<file path="src/obj_fpt_pkg.sv">
// ----------------------------------------------------------------------------
// obj_fpt_pkg
// Shared types and constants for the face-line parser with fan triangulation.
// ----------------------------------------------------------------------------
package obj_fpt_pkg;

    // Largest number of corners accepted in one face.
    localparam int MAX_CORNERS = 16;
    // Corner counter width: it must hold MAX_CORNERS itself.
    localparam int CNT_W = $clog2(MAX_CORNERS + 1);

    localparam int IDX_W  = 32;
    localparam int CNUM_W = 4;

    // Character codes.
    localparam logic [7:0] CH_NUL   = 8'h00;
    localparam logic [7:0] CH_TAB   = 8'h09;
    localparam logic [7:0] CH_NL    = 8'h0A;
    localparam logic [7:0] CH_CR    = 8'h0D;
    localparam logic [7:0] CH_SPACE = 8'h20;
    localparam logic [7:0] CH_SLASH = 8'h2F;
    localparam logic [7:0] CH_ZERO  = 8'h30;
    localparam logic [7:0] CH_NINE  = 8'h39;

    // Which field of a corner is being parsed.
    typedef enum logic [1:0] {
        PH_POS,
        PH_TEX,
        PH_NRM
    } t_phase;

    // Byte classes seen by the parser.
    typedef enum logic [2:0] {
        BK_DIGIT,
        BK_SLASH,
        BK_SPACE,
        BK_END,
        BK_OTHER
    } t_byte_kind;

    typedef struct packed {
        t_byte_kind kind;
        logic [3:0] digit;
    } t_byte_class;

    // One result item as it leaves the parser.
    typedef struct packed {
        logic              corner_valid;
        logic [IDX_W-1:0]  pos_index;
        logic [IDX_W-1:0]  uv_index;
        logic [IDX_W-1:0]  normal_index;
        logic              uv_present;
        logic              normal_present;
        logic [CNUM_W-1:0] corner_number;
        logic              tri_valid;
        logic [IDX_W-1:0]  tri_first;
        logic [IDX_W-1:0]  tri_second;
        logic [IDX_W-1:0]  tri_third;
        logic              face_end;
    } t_result;

endpackage

</file>
<file path="src/obj_face_parse_fan_triangulate.sv">
// ----------------------------------------------------------------------------
// obj_face_parse_fan_triangulate
// Face-line parser with fan triangulation of its corners.
// ----------------------------------------------------------------------------
// Usage: send the bytes of one face line, after its tag, on the input channel
// (i_in_valid / o_in_ready / i_in_byte). A newline or zero byte ends the face.
// Each corner closed under the limit gives one output request with its indices
// minus one, presence flags and, from the third corner on, the fan triangle.
// Each line end gives one request with o_face_end set; when no corner closes
// there, o_pos_index carries the corner count and o_uv_index the overflow.
// Digits, slashes and bytes that close nothing give no output request.
// A taken byte waits in the input register, and its result in the result
// register. Throughput: one byte per cycle unless the receiver stalls. The
// cycle is set by the parse step: the multiply-by-ten-and-add on the 32-bit
// accumulator and the triangle adders.
// Reset (synchronous, active low) clears the parse state, the corner count
// and the base vertex counter, and empties both register stages.
// A stalled receiver holds the result register; one more byte can wait in
// the input register, and then o_in_ready drops until the result is taken.
// ----------------------------------------------------------------------------
module obj_face_parse_fan_triangulate
    import obj_fpt_pkg::*;
(
    input  logic              i_clk,
    input  logic              i_rst_n,
    input  logic              i_in_valid,
    output logic              o_in_ready,
    input  logic [7:0]        i_in_byte,
    output logic              o_out_valid,
    input  logic              i_out_ready,
    output logic              o_corner_valid,
    output logic [IDX_W-1:0]  o_pos_index,
    output logic [IDX_W-1:0]  o_uv_index,
    output logic [IDX_W-1:0]  o_normal_index,
    output logic              o_uv_present,
    output logic              o_normal_present,
    output logic [CNUM_W-1:0] o_corner_number,
    output logic              o_tri_valid,
    output logic [IDX_W-1:0]  o_tri_first,
    output logic [IDX_W-1:0]  o_tri_second,
    output logic [IDX_W-1:0]  o_tri_third,
    output logic              o_face_end
);

    logic        s_in_valid;
    t_byte_class s_class;
    logic        s_free;
    logic        s_step;
    logic        s_has_result;
    t_result     s_result;
    t_result     s_out;

    // A held byte is parsed whenever the result register can take its result.
    assign s_step = s_in_valid && s_free;

    obj_fpt_in_reg u_in_reg (
        .i_clk      (i_clk),
        .i_rst_n    (i_rst_n),
        .i_in_valid (i_in_valid),
        .o_in_ready (o_in_ready),
        .i_in_byte  (i_in_byte),
        .i_step     (s_step),
        .o_valid    (s_in_valid),
        .o_class    (s_class)
    );

    obj_fpt_parse u_parse (
        .i_clk        (i_clk),
        .i_rst_n      (i_rst_n),
        .i_step       (s_step),
        .i_class      (s_class),
        .o_has_result (s_has_result),
        .o_result     (s_result)
    );

    obj_fpt_out_reg u_out_reg (
        .i_clk        (i_clk),
        .i_rst_n      (i_rst_n),
        .i_step       (s_step),
        .i_has_result (s_has_result),
        .i_result     (s_result),
        .o_free       (s_free),
        .o_out_valid  (o_out_valid),
        .i_out_ready  (i_out_ready),
        .o_result     (s_out)
    );

    assign o_corner_valid   = s_out.corner_valid;
    assign o_pos_index      = s_out.pos_index;
    assign o_uv_index       = s_out.uv_index;
    assign o_normal_index   = s_out.normal_index;
    assign o_uv_present     = s_out.uv_present;
    assign o_normal_present = s_out.normal_present;
    assign o_corner_number  = s_out.corner_number;
    assign o_tri_valid      = s_out.tri_valid;
    assign o_tri_first      = s_out.tri_first;
    assign o_tri_second     = s_out.tri_second;
    assign o_tri_third      = s_out.tri_third;
    assign o_face_end       = s_out.face_end;

endmodule

</file>
<file path="src/obj_fpt_in_reg.sv">
// ----------------------------------------------------------------------------
// obj_fpt_in_reg
// Input register stage: takes one byte per request and stores its class.
// ----------------------------------------------------------------------------
module obj_fpt_in_reg
    import obj_fpt_pkg::*;
(
    input  logic        i_clk,
    input  logic        i_rst_n,
    input  logic        i_in_valid,
    output logic        o_in_ready,
    input  logic [7:0]  i_in_byte,
    input  logic        i_step,
    output logic        o_valid,
    output t_byte_class o_class
);

    logic        r_valid;
    t_byte_class r_class;
    t_byte_class n_class;
    logic [3:0]  s_digit_off;

    // The stage frees up whenever the held byte moves on to the parser.
    assign o_in_ready = !r_valid || i_step;

    // Classify the incoming byte.
    assign s_digit_off = i_in_byte[3:0] - CH_ZERO[3:0];
    always_comb begin
        n_class.digit = s_digit_off;
        if (i_in_byte >= CH_ZERO && i_in_byte <= CH_NINE) begin
            n_class.kind = BK_DIGIT;
        end else if (i_in_byte == CH_SLASH) begin
            n_class.kind = BK_SLASH;
        end else if (i_in_byte == CH_SPACE || i_in_byte == CH_TAB || i_in_byte == CH_CR) begin
            n_class.kind = BK_SPACE;
        end else if (i_in_byte == CH_NL || i_in_byte == CH_NUL) begin
            n_class.kind = BK_END;
        end else begin
            n_class.kind = BK_OTHER;
        end
    end

    // Valid flag.
    always_ff @(posedge i_clk) begin
        if (!i_rst_n) begin
            r_valid <= 1'b0;
        end else if (o_in_ready) begin
            r_valid <= i_in_valid;
        end
    end

    // Class register.
    always_ff @(posedge i_clk) begin
        if (i_in_valid && o_in_ready) begin
            r_class <= n_class;
        end
    end

    assign o_valid = r_valid;
    assign o_class = r_class;

endmodule

</file>
<file path="src/obj_fpt_parse.sv">
// ----------------------------------------------------------------------------
// obj_fpt_parse
// Corner parser state and fan triangulation, one byte per step.
// ----------------------------------------------------------------------------
module obj_fpt_parse
    import obj_fpt_pkg::*;
(
    input  logic        i_clk,
    input  logic        i_rst_n,
    input  logic        i_step,
    input  t_byte_class i_class,
    output logic        o_has_result,
    output t_result     o_result
);

    t_phase           r_phase,    n_phase;
    logic [IDX_W-1:0] r_accum,    n_accum;
    logic [IDX_W-1:0] r_held_pos, n_held_pos;
    logic [IDX_W-1:0] r_held_tex, n_held_tex;
    logic [1:0]       r_flags,    n_flags;
    logic             r_digits,   n_digits;
    logic [CNT_W-1:0] r_count,    n_count;
    logic [IDX_W-1:0] r_base,     n_base;
    logic             r_overflow, n_overflow;

    logic [IDX_W-1:0] s_accum_m1;
    logic [IDX_W-1:0] s_k_ext;
    logic             s_open;
    logic             s_full;
    logic             s_take;
    logic             s_uv_new;
    logic             s_nrm_new;
    logic             s_uv_p;
    logic             s_nrm_p;
    logic [IDX_W-1:0] s_uv;
    logic [CNT_W-1:0] s_count_after;
    t_result          s_corner;

    // What closing the open corner would give.
    assign s_accum_m1 = r_accum - 1'b1;
    assign s_k_ext    = IDX_W'(r_count);
    assign s_open     = (r_phase != PH_POS) || r_digits;
    assign s_full     = r_count >= CNT_W'(MAX_CORNERS);
    assign s_take     = s_open && !s_full;
    assign s_uv_new   = (r_phase == PH_TEX) && r_digits;
    assign s_nrm_new  = (r_phase == PH_NRM) && r_digits;
    assign s_uv_p     = r_flags[0] || s_uv_new;
    assign s_nrm_p    = r_flags[1] || s_nrm_new;
    assign s_uv       = s_uv_new ? s_accum_m1 : r_held_tex;
    assign s_count_after = r_count + CNT_W'(s_take);

    always_comb begin
        s_corner                = '0;
        s_corner.corner_valid   = 1'b1;
        s_corner.pos_index      = (r_phase == PH_POS) ? s_accum_m1 : r_held_pos;
        s_corner.uv_index       = s_uv_p ? s_uv : '0;
        s_corner.normal_index   = s_nrm_new ? s_accum_m1 : '0;
        s_corner.uv_present     = s_uv_p;
        s_corner.normal_present = s_nrm_p;
        s_corner.corner_number  = s_k_ext[CNUM_W-1:0];
        // From the third corner on, emit the fan triangle.
        if (r_count >= CNT_W'(2)) begin
            s_corner.tri_valid  = 1'b1;
            s_corner.tri_first  = r_base;
            s_corner.tri_second = r_base + (s_k_ext - 1'b1);
            s_corner.tri_third  = r_base + s_k_ext;
        end
    end

    // Next state and result.
    always_comb begin
        n_phase      = r_phase;
        n_accum      = r_accum;
        n_held_pos   = r_held_pos;
        n_held_tex   = r_held_tex;
        n_flags      = r_flags;
        n_digits     = r_digits;
        n_count      = r_count;
        n_base       = r_base;
        n_overflow   = r_overflow;
        o_has_result = 1'b0;
        o_result     = '0;
        case (i_class.kind)
            BK_DIGIT: begin
                n_accum  = (r_accum << 3) + (r_accum << 1) + IDX_W'(i_class.digit);
                n_digits = 1'b1;
            end
            BK_SLASH: begin
                if (r_phase == PH_POS) begin
                    n_held_pos = s_accum_m1;
                    n_phase    = PH_TEX;
                    n_accum    = '0;
                    n_digits   = 1'b0;
                end else if (r_phase == PH_TEX) begin
                    if (r_digits) begin
                        n_held_tex = s_accum_m1;
                        n_flags[0] = 1'b1;
                    end
                    n_phase  = PH_NRM;
                    n_accum  = '0;
                    n_digits = 1'b0;
                end
            end
            BK_SPACE: begin
                if (s_open) begin
                    n_phase    = PH_POS;
                    n_accum    = '0;
                    n_held_pos = '0;
                    n_held_tex = '0;
                    n_flags    = '0;
                    n_digits   = 1'b0;
                    if (s_full) begin
                        n_overflow = 1'b1;
                    end else begin
                        n_count      = r_count + 1'b1;
                        o_has_result = 1'b1;
                        o_result     = s_corner;
                    end
                end
            end
            BK_END: begin
                o_has_result = 1'b1;
                if (s_take) begin
                    o_result = s_corner;
                end else begin
                    // No corner closes here: report count and overflow.
                    o_result.pos_index = IDX_W'(r_count);
                    o_result.uv_index  = IDX_W'(r_overflow || (s_open && s_full));
                end
                o_result.face_end = 1'b1;
                n_base     = r_base + IDX_W'(s_count_after);
                n_count    = '0;
                n_overflow = 1'b0;
                n_phase    = PH_POS;
                n_accum    = '0;
                n_held_pos = '0;
                n_held_tex = '0;
                n_flags    = '0;
                n_digits   = 1'b0;
            end
            default: begin
            end
        endcase
    end

    // State registers.
    always_ff @(posedge i_clk) begin
        if (!i_rst_n) begin
            r_phase    <= PH_POS;
            r_accum    <= '0;
            r_held_pos <= '0;
            r_held_tex <= '0;
            r_flags    <= '0;
            r_digits   <= 1'b0;
            r_count    <= '0;
            r_base     <= '0;
            r_overflow <= 1'b0;
        end else if (i_step) begin
            r_phase    <= n_phase;
            r_accum    <= n_accum;
            r_held_pos <= n_held_pos;
            r_held_tex <= n_held_tex;
            r_flags    <= n_flags;
            r_digits   <= n_digits;
            r_count    <= n_count;
            r_base     <= n_base;
            r_overflow <= n_overflow;
        end
    end

endmodule

</file>
<file path="src/obj_fpt_out_reg.sv">
// ----------------------------------------------------------------------------
// obj_fpt_out_reg
// Result register: holds one result until the receiver takes it.
// ----------------------------------------------------------------------------
module obj_fpt_out_reg
    import obj_fpt_pkg::*;
(
    input  logic    i_clk,
    input  logic    i_rst_n,
    input  logic    i_step,
    input  logic    i_has_result,
    input  t_result i_result,
    output logic    o_free,
    output logic    o_out_valid,
    input  logic    i_out_ready,
    output t_result o_result
);

    logic    r_valid;
    t_result r_result;

    // The register can load when empty or when its content leaves now.
    assign o_free = !r_valid || i_out_ready;

    // Valid flag.
    always_ff @(posedge i_clk) begin
        if (!i_rst_n) begin
            r_valid <= 1'b0;
        end else if (o_free) begin
            r_valid <= i_step && i_has_result;
        end
    end

    // Payload.
    always_ff @(posedge i_clk) begin
        if (i_step && i_has_result) begin
            r_result <= i_result;
        end
    end

    assign o_out_valid = r_valid;
    assign o_result    = r_result;

endmodule

</file>
<file path="config.mk">
export PLATFORM = sky130hd
export DESIGN_NAME = obj_face_parse_fan_triangulate
export DESIGN_NICKNAME = d
export VERILOG_FILES = /design/src/obj_fpt_pkg.sv /design/src/obj_face_parse_fan_triangulate.sv /design/src/obj_fpt_in_reg.sv /design/src/obj_fpt_parse.sv /design/src/obj_fpt_out_reg.sv
export SDC_FILE = /design/constraint.sdc
export NUM_CORES = 1
export LEC_CHECK = 0
export ABC_AREA = 1
export CORE_AREA = 2 2 179 181
export DETAILED_ROUTE_END_ITERATION = 8
export DIE_AREA = 0 0 181 183
export DONT_BUFFER_PORTS = 1
export PLACE_DENSITY = 0.87
export SLEW_MARGIN = 40
export SYNTH_ARGS = -nofsm -noshare
export SYNTH_HDL_FRONTEND = slang
export SYNTH_HIERARCHICAL = 1
export SYNTH_SLANG_ARGS = --single-unit
</file>
<file path="constraint.sdc">
create_clock -name i_clk -period 13.4 [get_ports i_clk]
set_input_delay 4.02 -clock i_clk [delete_from_list [all_inputs] [get_ports i_clk]]
set_output_delay 4.02 -clock i_clk [all_outputs]
set_load 0.01 [all_outputs]
</file>
==> impl_metrics.ini <==
[clock_tree]
cts_made_buffers = 38
clock_path_buffers = 3
path_clk_slew_ns = 0.06
h-tree-depth = 2
cts_sinks = 348
cts_resized = 0
cts_setup_buffers = 0
tritoncts = done
root_buffer = clkbuf_16
clock_latency_ns = 0.54
ctsHoldBuffers = 0

[sta]
fin_crit_ns = 8.708
period_share_pct = 64.99
setup_viol_count_final = 0
worstMarginPinSlew_ns = 0.8038
fin_tns_setup_ns = 0
slew_viol_final = 0
finalHoldViolations = 0
finalWorstSetupSlack_ns = 4.692
rsz0062_at_grt = no
fmax_mhz = 114.8
max_slew_margin_pct = 46.41
fin_skew_ns = 0.01904

[synthesis]
syn-num-nets = 2729
synth_edf_count = 208
syn_inst = 2607
yosys.cell_types.count = 49
ys_seq_elements = 348
synth_area_sq_um = 20050
async_flop_share_pct = 0
ys.flop_type = edfxtp_1
synth.avg_cell_area_sq_um = 7.692
ys_seq_area_share_pct = 45.12
synth_warnings = 6

[floorplanning]
rows = 65
dieArea_sq_um = 33120
initial_core_util_pct = 64.21
fp.dieH_um = 183
pin_count = 215
die_w_um = 181
core_sq_um = 31230

[min_path]
min_to = u_parse/r_held_tex[30]$_SDFFE_PN0P_
hold_start = u_parse/r_held_tex[30]$_SDFFE_PN0P_
whs_path_depth = 2
hp-class = flop to flop

[routing]
routedWlPerCell_um = 19.13
drtAntennaViolNets = 0
drtIter0Drc = 1974
drc = 0
route.vias.total = 17992
wl_um = 57820
vias_per_cell = 5.954
dr.pass1.iters = 6

[global_routing]
grt_pass1_wl_um = 89020
grtUsageTotal_pct = 34.07
grt_pass1_vias = 16572
antenna_found_initial = 0
grt_remaining_overflow = 0
grt_max_degree = 124

[critical_path]
critical_path_arrival_ns = 4.69
crit_type = primary input to output pin
path_cells = inv_1, nand2_2, nand2_1, inv_1, inv_1, nand2_1
path_max_fanout = 5
r2r-end = u_parse/r_base[15]$_SDFFE_PN0P_
max_stage_delay_ns = 0.21
endpoint_kind = output pin
required_ns = 9.38
cp.buffers_inverters = 3
crit_slowest_cell = nand2_1
cp-start-kind = primary input
reg2reg_depth = 19
r2r_start = u_parse/r_phase[1]$_SDFFE_PN0P_
crit_path_frequent_cell = inv_1
crit_cells = 6
r2r_slack_ns = 9.90
crit_family = buffers and inverters

[place]
hpwl_um = 42160
place_area_sq_um = 20340
finalWeightedCongestion = 1.021
port_buffers = 0
pre_cts_ws_ns = 4.719
dp.cells = 2952

[run_status]
outcome = finished clean

[final_layout]
final_cells = 3022
drive_gt1_share_pct = 5.496
final_nets = 2712
fillers = 2517
diodes = 0
fin_util_pct = 69.33
fin_area_sq_um = 21650
areaGrowthSynthToFinish_pct = 7.961

[pwr]
vdd_drop_max_mv = 0.09354
leakage_uw = 0.009329
p_per_area_nw_per_um2 = 108.5

[job]
maxCapViolations = 0
worst max path at each step:
| stage | to | startpoint | slack (ns) |
|---|---|---|---|
| after floorplan | u_out_reg/o_result[0]$_DFFE_PP_ | i_out_ready | 4.55 |
| after global placement | o_in_ready | i_out_ready | 4.71 |
| after CTS | o_in_ready | i_out_ready | 4.72 |
| final | o_in_ready | i_out_ready | 4.69 |
| after detailed placement | o_in_ready | i_out_ready | 4.72 |
| after global routing | o_in_ready | i_out_ready | 4.63 |
cells in the mapped netlist, types with 7 or more instances:
library cell / count / area share, %
o21bai_1: 12 / 0.45
dfxtp_1: 140 / 14
nand4_1: 22 / 0.69
a31oi_1: 7 / 0.22
xor2_1: 32 / 1.4
nand3_1: 121 / 3.0
edfxtp_1: 208 / 31
nor3_1: 39 / 0.97
ha_1: 105 / 6.6
xnor2_1: 11 / 0.48
a21oi_1: 225 / 5.6
nand3b_1: 12 / 0.45
o21a_1: 15 / 0.56
or2_2: 21 / 0.66
inv_1: 282 / 5.3
clkbuf_1: 36 / 0.67
o21ai_1: 38 / 0.95
buf_2: 22 / 0.55
nand2_1: 686 / 13
o21ai_0: 58 / 1.4
inv_2: 25 / 0.47
nor2_1: 383 / 7.2
and2_1: 10 / 0.31
o211ai_1: 21 / 0.79
nand2_2: 7 / 0.22
cell families (layout without fill, tap and decap cells):
| group | after synthesis | count (layout) | synth area share, % |
|---|---|---|---|
| simple gates | 1338 | 1338 | 27.89 |
| compound gates | 397 | 397 | 10.86 |
| buf+inv | 371 | 384 | 7.194 |
| flops | 348 | 348 | 45.12 |
| fa+ha+maj | 110 | 110 | 7.050 |
| xor+xnor | 43 | 43 | 1.878 |
metrics by stage:
| step | hold WS [ns] | total power, uW |
|---|---|---|
| floorplan | 0.4389 | 1234 |
| global placement | 0.4462 | 1256 |
| detailed placement | 0.4552 | 1260 |
| CTS | 0.4642 | 2352 |
| global route | 0.4796 | 2403 |
| finish | 0.4642 | 2350 |
tightest hold or removal path, delay by kind of cell (launching register included):
| kind | cells | cell delay, ns |
|---|---|---|
| flops | 1 | 0.31 |
| simple gates | 1 | 0.06 |
| compound gates | 1 | 0.05 |
placed cells by master (no fill, tap or decap), drive strengths merged, types with 22 or more instances in the layout:
master / netlist / final
nor3: 46 / 46
or2: 31 / 31
edfxtp: 208 / 208
o21ai: 97 / 97
a21oi: 226 / 226
clkbuf: 36 / 43
inv: 307 / 307
ha: 105 / 105
nor2: 394 / 394
nand4: 22 / 22
nand3: 121 / 121
nand2: 694 / 694
dfxtp: 140 / 140
xor2: 32 / 32
routing by layer:
| layer | vias up | share of wire (%) | track usage, % | wire [um] |
|---|---|---|---|---|
| li1 | 8532 | - | - | - |
| met1 | 8291 | 40 | 47.30 | 23380 |
| met2 | 998 | 45 | 53.20 | 25870 |
| met3 | 171 | 11 | 6.374 | 6250 |
| met4 | 0 | 4.0 | 13.56 | 2323 |
| met5 | - | 0 | 0 | 0 |
layout make-up:
type,count,area [sq um],area share (%)
multi-input combinational,1888,9569,44.20
tap,402,503.0,2.323
timing repair buffer,7,56.30,0.2601
sequential,348,9049,41.79
clock buffer,43,979.7,4.525
clock inverter,27,327.8,1.514
inverter,307,1166,5.386
power by group:
group          internal, uW  switching [uW]
logic                  27.5            75.9
clock network           664             444
registers              1130            7.26
total                  1820             527
sequential cells by signal (all words and copies together) (netlist names):
signal                 flops
u_parse/r_digits           1
u_parse/r_phase            2
u_out_reg/o_result       201
u_parse/r_base            32
u_in_reg/o_class           7
u_parse/r_held_tex        32
u_parse/r_held_pos        32
u_parse/r_accum           32
u_in_reg/o_valid           1
u_parse/r_overflow         1
u_parse/r_count            5
u_parse/r_flags            1
u_out_reg/o_out_valid      1
(Power assumes the default switching activity.)
